$ cat src/rtl/assert_macros.svh
// Assertion macros shared by the RTL of the register server.
// Depends on nothing; compiled to empty text when SYNTHESIS is defined.
`ifndef ASSERT_MACROS_SVH
`define ASSERT_MACROS_SVH

`ifndef SYNTHESIS

// Same-cycle implication, disabled during reset
`define ASSERT_IMPLY(label, clk, rst_n, ante, cons, msg) \
	label: assert property (@(posedge clk) disable iff (!rst_n) (ante) |-> (cons)) \
		else $error(msg);

// Next-cycle implication, disabled during reset
`define ASSERT_NEXT(label, clk, rst_n, ante, cons, msg) \
	label: assert property (@(posedge clk) disable iff (!rst_n) (ante) |=> (cons)) \
		else $error(msg);

`else

`define ASSERT_IMPLY(label, clk, rst_n, ante, cons, msg)
`define ASSERT_NEXT(label, clk, rst_n, ante, cons, msg)

`endif

`endif

$ cat src/rtl/mrs_ram.sv
// Generic single-port-write, single-port-read RAM with registered read data.
// Depends on nothing.
module mrs_ram #(
	parameter int WIDTH = 16,
	parameter int DEPTH = 16,
	localparam int AW = (DEPTH > 1) ? $clog2(DEPTH) : 1
) (
	input  logic             clk,
	input  logic             we,
	input  logic [AW-1:0]    waddr,
	input  logic [WIDTH-1:0] wdata,
	input  logic             re,
	input  logic [AW-1:0]    raddr,
	output logic [WIDTH-1:0] rdata
);

	logic [WIDTH-1:0] mem_q [DEPTH];

	// Write port
	always_ff @(posedge clk) begin
		if (we) begin
			mem_q[waddr] <= wdata;
		end
	end

	// Registered read, held until the next read
	always_ff @(posedge clk) begin
		if (re) begin
			rdata <= mem_q[raddr];
		end
	end

endmodule

$ cat config.mk
export PLATFORM = sky130hd
export DESIGN_NAME = mrs_ram
export DESIGN_NICKNAME = d
export VERILOG_FILES = /design/src/rtl/assert_macros.svh /design/src/rtl/mrs_ram.sv
export SDC_FILE = /design/constraint.sdc
export NUM_CORES = 1
export LEC_CHECK = 0
export ABC_AREA = 1
export BUFFER_PORTS_ARGS = -buffer_cell sky130_fd_sc_hd__buf_2
export CORE_MARGIN = 1.5
export CORE_UTILIZATION = 66
export DETAILED_ROUTE_END_ITERATION = 7
export PLACE_DENSITY = 0.82
export SETUP_SLACK_MARGIN = 0.15
export SYNTH_ARGS = -nofsm -noshare
export SYNTH_HDL_FRONTEND = slang
export SYNTH_SLANG_ARGS = --single-unit
$ cat constraint.sdc
create_clock -name clk -period 2.9 [get_ports clk]
set_input_delay 0.58 -clock clk [delete_from_list [all_inputs] [get_ports clk]]
set_output_delay 0.58 -clock clk [all_outputs]
set_load 0.02 [all_outputs]
==> results list <==
* Combinational power share: 0.066
- Simple-gate share of the synthesized area: 0.201
- Number of DRC markers in iteration 0: 869
- 43 I/O pins were placed.
- Based on the critical path, the design can be clocked at up to 0.570 GHz.
* Share of cell area taken by muxes after synthesis: 0
* CP Capture Type: flop
* Area share of the largest cell type after synthesis: 0.708
* Hold path startpoint: wdata[14]
- After detailed routing, the number of remaining DRC violations is 0.
- After synthesis the netlist holds a flip-flop and latch count of 272.
- Dpl ws: 613 ps
* Cell area after synthesis: 11,500 um^2
- Unrepaired setup endpoints after global routing: false
* Count of synthesis-stage warnings from yosys: 0
- Post-DP HPWL: 15,900 um
* Post-CTS Setup Repair Bufs: 0
- Async set or reset register ratio after synthesis: 0
* Cells on worst reg2reg path: 6
- Tightest Pin Transition: 811 ps
* Clock power frac: 0.388
- The repair_antennas step left the layout with diodes totalling 0.
- Internal Dissipation: 6.36 mW
- Final standard cell utilization of the core: 0.750
- The number of max-slew violations in the final report came to 0.
- Dominant cells by area after synthesis: sky130_fd_sc_hd__edfxtp_1, sky130_fd_sc_hd__nand2_1, sky130_fd_sc_hd__nand3_1, sky130_fd_sc_hd__inv_1, sky130_fd_sc_hd__buf_4
- At the worst endpoint, the required time is 3190 ps.
- Number of stages on the worst hold path: 1
- The clock drives 272 sinks.
* Overall routed net length: 27,600 um
- The cell count after synthesis came out at 1,074.
- The number of clock buffers added by TritonCTS is 27.
* Total instance count after detailed placement: 1,324
- For this run, the number of standard cells in the final layout without fillers is 1,370.
- Of the synthesized area, sequential elements account for 0.708.
* Area leader, netlist: sky130_fd_sc_hd__edfxtp_1
- In this run the vertical extent of the chip is 135 um.
- Dividing the detail-routed via count by the number of cells gives 5.71.
* Post-Synth XOR/XNOR Area: 0
- For this design the total switching power over the nets is 1.81 mW.
- Each instance of the synthesized netlist takes up on average 10.7 um^2.
* Remaining antenna violation count after routing: 0
* Critical Path AT: 2040 ps
- HP Class: in -> reg
- Cell leakage power: 5.54 nW
* Design Area, Final: 12,900 um^2
- Synth cell types: 12
- Last weighted congestion value of the routability-driven placer: 0.849
- Largest net degree at the start of global routing: 129
- The floorplan has 48 rows.
- Synth Area in Adders: 0
- Relative to the synthesized area, the layout overhead comes to 11.6%.
- Wire length per cell: 20.1 um
- Run status: finished, final reports clean
- CP Class: in -> reg
- The routed design could run at a clock period as short as 1760 ps.
* Post-layout worst setup margin: 1140 ps
* Worst Clk Skew: 16.7 ps
* Buffer levels on the longest clock path: 3
- The worst setup path is launched from an input pin.
- Measured against its own limit, the worst slew margin works out to 0.459.
- Die width: 135 um
- Switching part of the total: 0.222
- Clock-pin slew was measured on the worst setup and hold paths at 60 ps.
- After detailed placement, the total cell area comes to 12,100 um^2.
- After synthesis, the largest family of logic cells by area is simple AND/OR/NAND/NOR gates.
- Antenna violations before repair: 0
- Root Buffer: sky130_fd_sc_hd__clkbuf_16
- Setup total negative slack on the finished layout was measured at 0 ps.
- Global-route wire length before repair: 41,700 um
- In this run the register-to-register setup slack is 1690 ps.
- Of the available clock period, the critical path in the final layout requires 0.605.
* Total count of hold-check failures in the final report: 0
* EDFF count, synth: 272
* IR Drop Worst-Case VDD: 0.614 mV
* Mapped Nets: 1,101
* Worst path most repeated cell: sky130_fd_sc_hd__nand2_1
- Final number of setup-violating endpoints: 0
- Initial DRT Pass Iterations: 5
- Number of gates given a new drive strength after cts: 0
* Ratio of cells with drive above 1 in the final layout: 0.115
- Cell Pwr Density: 635 nW/um^2
- Sequence of cells on the critical path: buf_4, clkinv_2, buf_4, nand2_1, nand2_1, nand2_1, nand3_1, nand3_1, nand2_1
- Clock latency of the later-clocked register in the worst-skew pair: 540 ps
* Overflow after GRT: 0
* Number of input and output port buffers inserted: 42
- The final layout contains 1,155 nets.
- Post-CTS Hold Buffers: 0
- The die covers 18,300 um^2.
* Cell with the most instances after synthesis: sky130_fd_sc_hd__nand2_1
- The worst register-to-register path begins at mem_q[15][8].
* Total global routing track utilization: 0.312
* CP Max Fanout: 31
* Cell with the largest stage delay on the worst path: sky130_fd_sc_hd__clkinv_2
* Vias in the first global route: 7,723
- Hold Crit Endpoint: mem_q[1][14]
- Via count: 7,826
- Effective utilization at floorplan: 0.672
- Standard cell core area: 17,200 um^2
* Ranking of synthesized cells by instance count: sky130_fd_sc_hd__nand2_1, sky130_fd_sc_hd__edfxtp_1, sky130_fd_sc_hd__inv_1
* Biggest cell delay along the critical path: 430 ps
- TritonCTS built the clock tree.
- Relative contribution of sequential cells to total power: 0.545
- Max-capacitance violation count: 0
- Most used flip-flop cell after synthesis: sky130_fd_sc_hd__edfxtp_1
- Number of levels the H-tree was split into: 1
- The endpoint identified for the worst register-to-register timing path is rdata[8].
- The area fraction in compound gates after synthesis came to 0.
## layer usage
layer  global-route usage  part of all wire  wire length [um]
met1                0.390              0.35              9580
met2                0.523              0.49             13600
met3               0.0557             0.098              2690
met4                0.167             0.062              1710
met5                    0                 0                 0
## flip-flops by register name (all words and copies together), names as in the netlist
register / cells
rdata: 16
mem_q: 256
## placed cells by master, fill, tap and decap left out, types with 2 or more instances in the layout
master                       count
sky130_fd_sc_hd__buf_2          41
sky130_fd_sc_hd__clkbuf_16      27
sky130_fd_sc_hd__clkinv_2        7
sky130_fd_sc_hd__nand3_1       193
sky130_fd_sc_hd__inv_1         196
sky130_fd_sc_hd__nor2_2         16
sky130_fd_sc_hd__buf_12          4
sky130_fd_sc_hd__clkbuf_1        3
sky130_fd_sc_hd__clkinvlp_4      2
sky130_fd_sc_hd__clkinv_1        5
sky130_fd_sc_hd__buf_4          31
sky130_fd_sc_hd__edfxtp_1      272
sky130_fd_sc_hd__nand3b_1        2
sky130_fd_sc_hd__nand2_1       341
## power by group through the flow
stage / clock network [mW] / logic, mW / registers, mW
CTS: 3.19 / 0.538 / 4.46
global route: 3.34 / 0.589 / 4.46
detailed placement: 0 / 0.532 / 4.54
floorplan: 0 / 0.297 / 4.56
finish: 3.17 / 0.543 / 4.46
global placement: 0 / 0.513 / 4.54
## logic make-up (layout without fill, tap and decap cells)
group                  count (synthesis)  after routing
buffers and inverters                249            320
DFF                                  272            272
and+or+nand+nor                      553            553
## final cells by class
class	instances	area, um^2
Timing Repair Buffer	76	518
Clock inverter	16	111
Tap cell	225	282
Fill cell	1047	4300
Inverter	198	744
Clock buffer	30	687
Multi-Input combinational cell	553	2360
Sequential cell	272	8170
## stage by stage
step           hold slack, ps  power, mW
6_report                  432       8.18
4_1_cts                   424       8.19
3_5_place_dp              726       5.07
5_1_grt                   432       8.39
3_3_place_gp              703       5.05
2_1_floorplan             679       4.85
## critical path, delay by kind of cell
kind / cells / cell delay [ps]
and+or+nand+nor: 6 / 530
buffers and inverters: 3 / 920
## worst max path at each step
stage | startpoint | to | slack [ps] | depth (start not counted)
3_3_place_gp | raddr[0] | rdata[2] | 680 | 9
4_1_cts | rdata[8] | rdata[8] | 1140 | 1
5_1_grt | raddr[0] | rdata[2] | 1050 | 9
6_report | raddr[0] | rdata[2] | 1140 | 9
2_1_floorplan | waddr[2] | mem_q[10][0] | 1020 | 2
3_5_place_dp | raddr[0] | rdata[2] | 610 | 9
Note: power is estimated with default switching activity, not from simulation.
