==> src/rtl/assert_macros.svh <==
// Assertion macros shared by the RTL of the register server.
// Depends on nothing; compiled to empty text when SYNTHESIS is defined.
`ifndef ASSERT_MACROS_SVH
`define ASSERT_MACROS_SVH

`ifndef SYNTHESIS

// Same-cycle implication, disabled during reset
`define ASSERT_IMPLY(label, clk, rst_n, ante, cons, msg) \
	label: assert property (@(posedge clk) disable iff (!rst_n) (ante) |-> (cons)) \
		else $error(msg);

// Next-cycle implication, disabled during reset
`define ASSERT_NEXT(label, clk, rst_n, ante, cons, msg) \
	label: assert property (@(posedge clk) disable iff (!rst_n) (ante) |=> (cons)) \
		else $error(msg);

`else

`define ASSERT_IMPLY(label, clk, rst_n, ante, cons, msg)
`define ASSERT_NEXT(label, clk, rst_n, ante, cons, msg)

`endif

`endif

==> src/rtl/mrs_pkg.sv <==
// Package of the register server: payload types, frame constants and the CRC step.
// Depends on nothing; used by mrs_frame_rx, mrs_reply and the top level.
package mrs_pkg;

	// Frame layout
	localparam int FRAME_LEN      = 8;
	localparam int STORED_LEN     = 6;
	localparam logic [2:0] LAST_POS = 3'(FRAME_LEN - 1);

	// Reply lengths in payload bytes, before the two CRC bytes
	localparam logic [2:0] READ_MSG_LEN  = 3'd5;
	localparam logic [2:0] WRITE_MSG_LEN = 3'd6;

	// CRC-16, reflected
	localparam logic [15:0] CRC_INIT = 16'hFFFF;
	localparam logic [15:0] CRC_POLY = 16'hA001;

	// Function codes and reply constants
	localparam logic [7:0] FN_READ    = 8'h03;
	localparam logic [7:0] FN_WRITE   = 8'h06;
	localparam logic [7:0] READ_COUNT = 8'h02;

	// Defaults
	localparam int         REG_COUNT_DEF   = 16;
	localparam logic [7:0] SERVER_ADDR_RST = 8'h01;

	// Channel payloads
	typedef struct packed {
		logic [7:0] rx_byte;
		logic       frame_start;
	} rx_req_t;

	typedef struct packed {
		logic [7:0] tx_byte;
		logic       last_byte;
	} tx_rsp_t;

	typedef struct packed {
		logic [7:0] server_address;
	} cfg_req_t;

	// Accepted request handed from the receiver to the RAM and reply logic
	typedef struct packed {
		logic                             valid;
		logic                             is_write;
		logic [STORED_LEN-1:0][7:0]       bytes;
	} mrs_cmd_t;

	// Reply sequencer status
	typedef struct packed {
		logic busy;
	} mrs_rsp_status_t;

	// One byte through the CRC, bit by bit
	function automatic logic [15:0] crc_feed(input logic [15:0] crc_in, input logic [7:0] b);
		logic [15:0] c;
		c = crc_in ^ {8'h00, b};
		for (int k = 0; k < 8; k++) begin
			if (c[0]) begin
				c = (c >> 1) ^ CRC_POLY;
			end else begin
				c = c >> 1;
			end
		end
		return c;
	endfunction

endpackage

==> src/rtl/mrs_stream_if.sv <==
// Valid/ready channel interface with a typed payload.
// Depends on nothing; payload types come from mrs_pkg at instantiation.
interface mrs_stream_if #(
	parameter type payload_t = logic [7:0]
) ();
	logic     valid;
	logic     ready;
	payload_t data;

	modport source (output valid, output data, input ready);
	modport sink   (input valid, input data, output ready);
endinterface

==> src/rtl/mrs_reply.sv <==
// Reply sequencer: builds the read reply or write echo, appends the CRC, output register.
// Depends on mrs_pkg and mrs_stream_if.
module mrs_reply
	import mrs_pkg::*;
(
	input  logic            clk,
	input  logic            arst_n,
	input  mrs_cmd_t        cmd,
	input  logic [15:0]     rdata,
	mrs_stream_if.source    tx,
	output mrs_rsp_status_t status
);

	logic                       busy_q;
	logic [2:0]                 idx_q;
	logic                       is_write_s1;
	logic [STORED_LEN-1:0][7:0] bytes_s1;
	logic [15:0]                crc_q;
	logic                       tx_valid_q;
	tx_rsp_t                    tx_data_q;

	logic       load;
	logic [2:0] msg_n;
	logic [7:0] msg_byte;
	logic       is_msg;
	logic       is_crc_lo;
	logic       last;
	logic [7:0] out_byte;

	assign status.busy = busy_q;
	assign tx.valid    = tx_valid_q;
	assign tx.data     = tx_data_q;

	// Next reply byte; register data stays in the RAM read register during the reply
	always_comb begin
		load      = busy_q && (!tx_valid_q || tx.ready);
		msg_n     = is_write_s1 ? WRITE_MSG_LEN : READ_MSG_LEN;
		case (idx_q)
			3'd0:    msg_byte = bytes_s1[0];
			3'd1:    msg_byte = bytes_s1[1];
			3'd2:    msg_byte = is_write_s1 ? bytes_s1[2] : READ_COUNT;
			3'd3:    msg_byte = is_write_s1 ? bytes_s1[3] : rdata[15:8];
			3'd4:    msg_byte = is_write_s1 ? bytes_s1[4] : rdata[7:0];
			3'd5:    msg_byte = bytes_s1[5];
			default: msg_byte = 8'h00;
		endcase
		is_msg    = idx_q < msg_n;
		is_crc_lo = idx_q == msg_n;
		last      = !is_msg && !is_crc_lo;
		out_byte  = is_msg ? msg_byte : (is_crc_lo ? crc_q[7:0] : crc_q[15:8]);
	end

	// Sequencer control and output valid
	always_ff @(posedge clk or negedge arst_n) begin
		if (!arst_n) begin
			busy_q     <= 1'b0;
			idx_q      <= 3'd0;
			tx_valid_q <= 1'b0;
		end else begin
			if (cmd.valid) begin
				busy_q <= 1'b1;
				idx_q  <= 3'd0;
			end else if (load) begin
				idx_q <= idx_q + 3'd1;
				if (last) begin
					busy_q <= 1'b0;
				end
			end
			if (load) begin
				tx_valid_q <= 1'b1;
			end else if (tx.ready) begin
				tx_valid_q <= 1'b0;
			end
		end
	end

	// Request capture, reply CRC and output byte
	always_ff @(posedge clk) begin
		if (cmd.valid) begin
			is_write_s1 <= cmd.is_write;
			bytes_s1    <= cmd.bytes;
			crc_q       <= CRC_INIT;
		end else if (load && is_msg) begin
			crc_q <= crc_feed(crc_q, msg_byte);
		end
		if (load) begin
			tx_data_q.tx_byte   <= out_byte;
			tx_data_q.last_byte <= last;
		end
	end

endmodule

==> src/flat_wrapper.sv <==
// flat-port wrapper written by rule: the top's interface ports become plain ports
module mrs_reply_flat import mrs_pkg::*;
  (clk, arst_n, cmd, rdata, status, tx_valid, tx_data, tx_ready);
  mrs_stream_if tx_i ();
  input  logic clk;
  input  logic arst_n;
  input  mrs_cmd_t cmd;
  input  logic [15:0] rdata;
  output mrs_rsp_status_t status;
  output wire logic [$bits(tx_i.valid)-1:0] tx_valid;
  output wire logic [$bits(tx_i.data)-1:0] tx_data;
  input wire logic [$bits(tx_i.ready)-1:0] tx_ready;
  assign tx_valid = tx_i.valid;
  assign tx_data = tx_i.data;
  assign tx_i.ready = tx_ready;
  mrs_reply u_core (.clk(clk), .arst_n(arst_n), .cmd(cmd), .rdata(rdata), .tx(tx_i), .status(status));
endmodule
==> config.mk <==
export PLATFORM = sky130hd
export DESIGN_NAME = mrs_reply_flat
export DESIGN_NICKNAME = d
export VERILOG_FILES = /design/src/rtl/assert_macros.svh /design/src/rtl/mrs_pkg.sv /design/src/rtl/mrs_stream_if.sv /design/src/rtl/mrs_reply.sv /design/src/flat_wrapper.sv
export SDC_FILE = /design/constraint.sdc
export NUM_CORES = 1
export LEC_CHECK = 0
export ABC_AREA = 1
export BUFFER_PORTS_ARGS = -buffer_cell sky130_fd_sc_hd__buf_2
export CAP_MARGIN = 20
export CELL_PAD_IN_SITES_DETAIL_PLACEMENT = 1
export CELL_PAD_IN_SITES_GLOBAL_PLACEMENT = 1
export CORE_MARGIN = 5
export CORE_UTILIZATION = 44
export CTS_CLUSTER_SIZE = 28
export DETAILED_ROUTE_END_ITERATION = 10
export PLACE_DENSITY = 0.82
export SLEW_MARGIN = 0
export SYNTH_ARGS = -nofsm -noshare
export SYNTH_HDL_FRONTEND = slang
export SYNTH_SLANG_ARGS = --single-unit
==> constraint.sdc <==
create_clock -name clk -period 6.2 [get_ports clk]
set_input_delay 1.24 -clock clk [delete_from_list [all_inputs] [get_ports clk]]
set_output_delay 1.24 -clock clk [all_outputs]
set_load 0.05 [all_outputs]
==> results.yml, run 1 <==
finish:
  syn_to_final_growth_pct: 16.91
  multiInputGateArea_sq_um: 1413
  mostFrequentLayoutCells: "nand2_1 (136), buf_2 (78), edfxtp_1 (57)"
  nets: 584
  fin_util: 0.5209
  drive_above_1_share: 0.2593
  final_common_cell: "nand2_1"
  seqCellArea_sq_um: 2157
  fin_cells: 621
  diodes: 0
  fin_area_sq_um: 4498
  fill_cells: 1043
yosys:
  syn-num-nets: 505
  avgSynthCellArea_sq_um: 8.968
  yosys_warnings: 0
  ys_seq_elements: 78
  synthesis.area_sq_um: 3847
  ys_types: 27
  seq_area_frac_synth: 0.5607
  netlist_instances: 429
sta:
  maxSlewViolCount: 0
  setup_viol_count_final: 0
  slew_headroom: 0.5177
  period_share: 0.4421
  grt_setup_unrepaired: "false"
  whs_ns: 0.5132
  fmaxAchievable_mhz: 364.9
  worstMarginPinSlew_ns: 0.7235
  setup-tns-final_ns: 0
  fin_skew_ns: 0.01133
  hold_violations: 0
  period_minus_slack_ns: 2.741
  setup_slack_ns: 3.459
worst_setup_path:
  path_delay_family: "simple AND/OR/NAND/NOR gates"
  cpMaxStageDelayCell: "dfrtp_1"
  crit_type: "reg2reg"
  path_cells: "inv_4 > ha_1 > nand2_1 > a21oi_1 > nor2_4 > nand2_2 > nand2_1 > nand2_1 > nand2_1 > nand2_1 > nand2_1 > nand2_1 > nand2_1 > nand3_2 > nand3_2 > nand3_1 > nand2_1"
  required_ns: 6.44
  worst-path-max-fanout: 11
  path_buf_inv: 1
  crit_path_end_kind: "flip-flop"
  slowest_delay_ns: 0.58
  crit_arrival_ns: 2.98
  startpoint_type: "flip-flop"
  crit_path_frequent_cell: "nand2_1"
global_route:
  gr-total-overflow: 0
  grt_max_degree: 58
  antenna_found_initial: 0
  track_usage: 0.1965
  grt_pass1_wl_microns: 16910
  grt_pass1_vias: 3505
floorplanning:
  die_w_microns: 103.5
  core_sq_um: 8636
  num_rows: 34
  die_h_microns: 103.5
  ioPinCount: 79
  initial_core_util: 0.4455
  dieArea_sq_um: 10710
drt:
  num_vias: 3242
  drc: 0
  drt_iter0_markers: 100
  ant_nets: 0
  wl_microns: 10350
  dr.pass1.iters: 4
  wl_per_cell_microns: 16.67
  vias_per_cell: 5.221
clocking:
  clkLatencyLatePin_ns: 0.35
  clk_pin_slew_worst_paths_ns: 0.08
  clockBufferDepth: 2
  holdBufCountCts: 0
  cts_tree: "yes"
  cts_sinks: 78
  cts-root-buf: "clkbuf_8"
  cts_buffers: 9
  ctsHtreeMaxLevel: 3
  cts_resized: 0
  post_cts_buffers: 0
placement:
  post-place-ws_ns: 3.308
  hpwlAfterDp_microns: 8109
  placed_area_sq_um: 4303
  numPortBuffers: 78
  gp_congestion: 0.8871
  placed_cells: 605
job:
  cap_violations: 0
pwr:
  power_mw: 1.517
  max-vdd-ir-drop_mv: 0.1322
  cellPowerDensity_nw_per_um2: 337.3
  p_leak_nw: 2.139
run_status:
  status: "completed"
hold_path:
  holdCritPathClass: "reg2reg"
area by class of cell:
cell class / count / share of cell area
Tap cell: 108 / 0.03004
Clock buffer: 9 / 0.02754
Sequential cell: 78 / 0.4796
Timing Repair Buffer: 81 / 0.09179
Clock inverter: 7 / 0.01586
Multi-Input combinational cell: 290 / 0.3140
Inverter: 48 / 0.04117
registers in the layout, summed over array words and instances (netlist names):
| name | flops |
|---|---|
| u_core.bytes_s1 | 48 |
| u_core.crc_q | 16 |
| u_core.tx.data | 8 |
| u_core.idx_q | 3 |
| u_core.is_write_s1 | 1 |
| u_core.status | 1 |
| u_core.tx.valid | 1 |
worst register-to-register path: cells and delay by family (launching register included):
kind	cells	cell delay (ns)
simple gates	14	1.19
buf+inv	1	0.23
flops	1	0.58
fa+ha+maj	1	0.41
compound gates	1	0.25
final timing paths:
kind	start	end	slack, ns	cells after the start
hold / removal	u_core.crc_q[13]	u_core.crc_q[5]	0.51	2
setup reg to reg	u_core.idx_q[2]	u_core.crc_q[0]	3.46	17
max in group asynchronous	arst_n	u_core.idx_q[0]	5.39	1
setup / recovery	u_core.idx_q[2]	u_core.crc_q[0]	3.46	17
min in group asynchronous	arst_n	u_core.tx.valid	0.69	1
hold reg to reg	u_core.crc_q[13]	u_core.crc_q[5]	0.51	2
cells in the mapped netlist, drive strengths merged:
cell type / n / share of area
dfxtp: 16 / 0.083
buf: 8 / 0.019
nand4: 2 / 0.0033
nand2: 149 / 0.15
nor2: 32 / 0.039
inv: 48 / 0.048
xor2: 1 / 0.0023
nand3: 43 / 0.065
edfxtp: 57 / 0.44
o211ai: 8 / 0.016
dfrtp: 5 / 0.033
o21ai: 28 / 0.036
o221ai: 2 / 0.0046
a31oi: 2 / 0.0033
o22ai: 1 / 0.0016
a21oi: 15 / 0.020
ha: 7 / 0.023
clkbuf: 5 / 0.0049
power by group:
part | internal [mW] | switching [mW] | total, mW | leakage [nW]
Combinational | 0.146 | 0.321 | 0.467 | 1.29
Sequential | 0.631 | 0.0349 | 0.666 | 0.754
Clock | 0.187 | 0.197 | 0.384 | 0.0937
Total | 0.964 | 0.553 | 1.52 | 2.14
layer usage:
| metal | vias to the layer above | wire length [microns] | GRT usage |
|---|---|---|---|
| met4 | 0 | 154 | 0.06748 |
| met1 | 1577 | 4221 | 0.2352 |
| met5 | - | 0 | 0 |
| met2 | 75 | 5403 | 0.3493 |
| met3 | 12 | 572 | 0.03918 |
| li1 | 1578 | - | - |
cell families (layout without fill, tap and decap cells):
family,count (synthesis),after routing,share of synthesized area
XOR/XNOR,1,1,0.002277
AND/OR/NAND/NOR,226,226,0.2611
flip-flops,78,78,0.5607
adder cells (fa/ha/maj),7,7,0.02276
AO/OA/AOI/OAI,56,56,0.08098
buffers and inverters,61,145,0.07220
No activity file was read; power rests on OpenSTA's default activity.
==> run 2, diff against run 1 <==
ABC_AREA = 0   (was 1)
PLACE_DENSITY = 0.78   (was 0.82)
clock period = 2.8 ns   (was 6.2 ns; I/O delays follow)
==> results.yml, run 2 <==
global_route:
  grt_pass1_vias: 2839
  gr-total-overflow: 0
  track_usage: 0.1940
  grt_max_degree: 70
  antenna_found_initial: 0
  grt_pass1_wl_microns: 14890
yosys:
  avgSynthCellArea_sq_um: 13.98
  synth_common_cells: "edfxtp_1 (57), mux2_2 (17), nor2_1 (17)"
  synth_top_area_frac: 0.4819
  synthFlopType: "edfxtp_1"
  yosysTopAreaCell: "edfxtp_1"
  netlist_instances: 254
  synth.area.top_cells: "edfxtp_1 (48%), dfxtp_1 (9.0%), mux2_2 (5.4%)"
  synth_edf_count: 57
  seq_area_frac_synth: 0.6073
  ys_seq_elements: 78
  synth.most_common_cell: "edfxtp_1"
  ys_types: 48
  syn-num-nets: 330
  yosys_warnings: 0
  synthesis.area_sq_um: 3552
  async_reset_ff_frac: 0.06410
sta:
  setup_viol_count_final: 3
  maxSlewViolCount: 0
  setup-tns-final_ns: -0.3024
  period_minus_slack_ns: 2.927
  slew_headroom: 0.6899
  worstMarginPinSlew_ns: 0.4639
  grt_setup_unrepaired: "true"
  setup_slack_ns: -0.1271
  period_share: 1.045
  fin_skew_ns: 0.01630
  fmaxAchievable_mhz: 341.6
  hold_violations: 0
worst_setup_path:
  worst-path-max-fanout: 8
  crit_path_end_kind: "flip-flop"
  path_cells: "inv_2 > buf_12 > ha_4 > nand3_1 > o21ai_0 > a211oi_2 > xnor2_1 > xnor3_1 > xnor3_2 > buf_4 > nor2_2 > a211o_1"
  crit_arrival_ns: 3.17
  path_buf_inv: 3
  cpMaxStageDelayCell: "xnor3_1"
  crit_type: "reg2reg"
  r2r_setup_slack_ns: -0.13
  slowest_delay_ns: 0.46
  required_ns: 3.04
  path_delay_family: "XOR/XNOR gates"
  startpoint_type: "flip-flop"
drt:
  dr.pass1.iters: 4
  drt_iter0_markers: 117
  wl_microns: 10640
  drc: 0
  wl_per_cell_microns: 22.30
  vias_per_cell: 5.478
  ant_nets: 0
  num_vias: 2613
clocking:
  ctsHtreeMaxLevel: 3
  cts_sinks: 78
  cts-root-buf: "clkbuf_8"
  holdBufCountCts: 0
  cts_tree: "yes"
  cts_buffers: 9
  clockBufferDepth: 2
  clkLatencyLatePin_ns: 0.36
  clk_pin_slew_worst_paths_ns: 0.09
floorplanning:
  dieArea_sq_um: 9970
  ioPinCount: 79
  die_w_microns: 99.85
  die_h_microns: 99.85
  core_sq_um: 7807
  initial_core_util: 0.4550
  num_rows: 32
job:
  cap_violations: 0
finish:
  mostFrequentLayoutCells: "buf_2 (78), edfxtp_1 (57), buf_4 (34)"
  diodes: 0
  final_common_cell: "buf_2"
  regMostFlops: "u_core.bytes_s1"
  drive_above_1_share: 0.4853
  syn_to_final_growth_pct: 32.58
  fin_area_sq_um: 4710
  nets: 446
  largest_reg_flops: 48
placement:
  numPortBuffers: 78
  placed_area_sq_um: 4139
  hpwlAfterDp_microns: 6469
  gp_congestion: 0.7761
run_status:
  violations: "negative setup slack"
  status: "finished with violations"
pwr:
  max-vdd-ir-drop_mv: 0.3869
  p_leak_nw: 1.914
  cellPowerDensity_nw_per_um2: 809.7
hold_path:
  holdCritPathClass: "in2async"
## run 2: changes by cell type in the layout (fill, tap and decap cells not counted), moves of 8 or more
cell,previous run,this run
a211o_1,0,14
inv_1,39,3
nand3_1,36,9
o21ai_0,26,3
xnor2_1,0,10
nor2_1,24,16
buf_4,3,34
o211ai_1,8,0
nand2_2,13,0
mux2_2,0,17
nand2_1,136,6
## run 2: logic make-up (layout without fill, tap and decap cells)
logic type | count (synthesis) | in the layout | synth area share
adder cells (fa/ha/maj) | 7 | 7 | 0.02466
buffers and inverters | 18 | 139 | 0.03064
AO/OA/AOI/OAI | 58 | 58 | 0.1243
flip-flops | 78 | 78 | 0.6073
XOR/XNOR | 22 | 22 | 0.07503
multiplexers | 23 | 23 | 0.07080
AND/OR/NAND/NOR | 48 | 48 | 0.06728
## run 2: stage by stage
step,std cells,setup slack [ns],power (mW),hold slack [ns],utilization
after global routing,477,-0.1973,3.980,0.007259,0.6032
after floorplan,254,0.2043,2.305,0.2644,-
after global placement,435,0.01757,2.574,0.3849,0.5301
after CTS,461,0.001628,3.592,0.01415,0.5756
after detailed placement,435,-0.08168,2.633,0.3895,0.5301
final,477,-0.1271,3.813,0.01163,0.6032
## run 2: path summary, 6_finish.rpt
kind	from	endpoint	cells after the start
min in group clk	cmd[37]	u_core.bytes_s1[37]	1
max reg2reg	u_core.idx_q[0]	u_core.crc_q[14]	12
min reg2reg	u_core.crc_q[10]	u_core.crc_q[10]	1
min	arst_n	u_core.idx_q[1]	1
max in group asynchronous	arst_n	u_core.idx_q[2]	1
max	u_core.idx_q[0]	u_core.crc_q[14]	12
## run 2: repair_timing
| item | CTS | global route |
|---|---|---|
| setup endpoints to repair | 3 | 4 |
| pin swaps | 9 | 10 |
| endpoints found under the hold margin | 0 | 0 |
| cloned | 0 | 0 |
| gates resized for setup | 13 | 14 |
| buffers inserted | 10 | 16 |
## run 2: power breakdown
| part | switching [mW] | internal [mW] |
|---|---|---|
| Clock | 0.461 | 0.419 |
| Sequential | 0.0908 | 1.40 |
| Combinational | 0.680 | 0.768 |
| Total | 1.23 | 2.58 |
## run 2: worst register-to-register path: cells and delay by family, from the launching register on
family	cells	cell delay, ns
xor gates and xnor gates	3	1.07
AOI/OAI and AO/OA	3	0.56
DFF	1	0.44
buffers and inverters	3	0.40
adders and majority gates	1	0.21
and+or+nand+nor	2	0.15
## run 2: cell type report
| class | count | area, sq um |
|---|---|---|
| timing repair buffer | 119 | 777.0 |
| multi-input combinational | 158 | 1435 |
| tap | 102 | 127.6 |
| clock inverter | 6 | 70.07 |
| clock buffer | 10 | 127.6 |
| fill | 793 | 3098 |
| sequential | 78 | 2157 |
| inverter | 4 | 15.01 |
## run 2: metal layers
layer / global-route usage / part of all wire
met5: 0 / 0
met4: 0.06933 / 0.014
met3: 0.03753 / 0.057
met2: 0.3340 / 0.52
met1: 0.2429 / 0.41
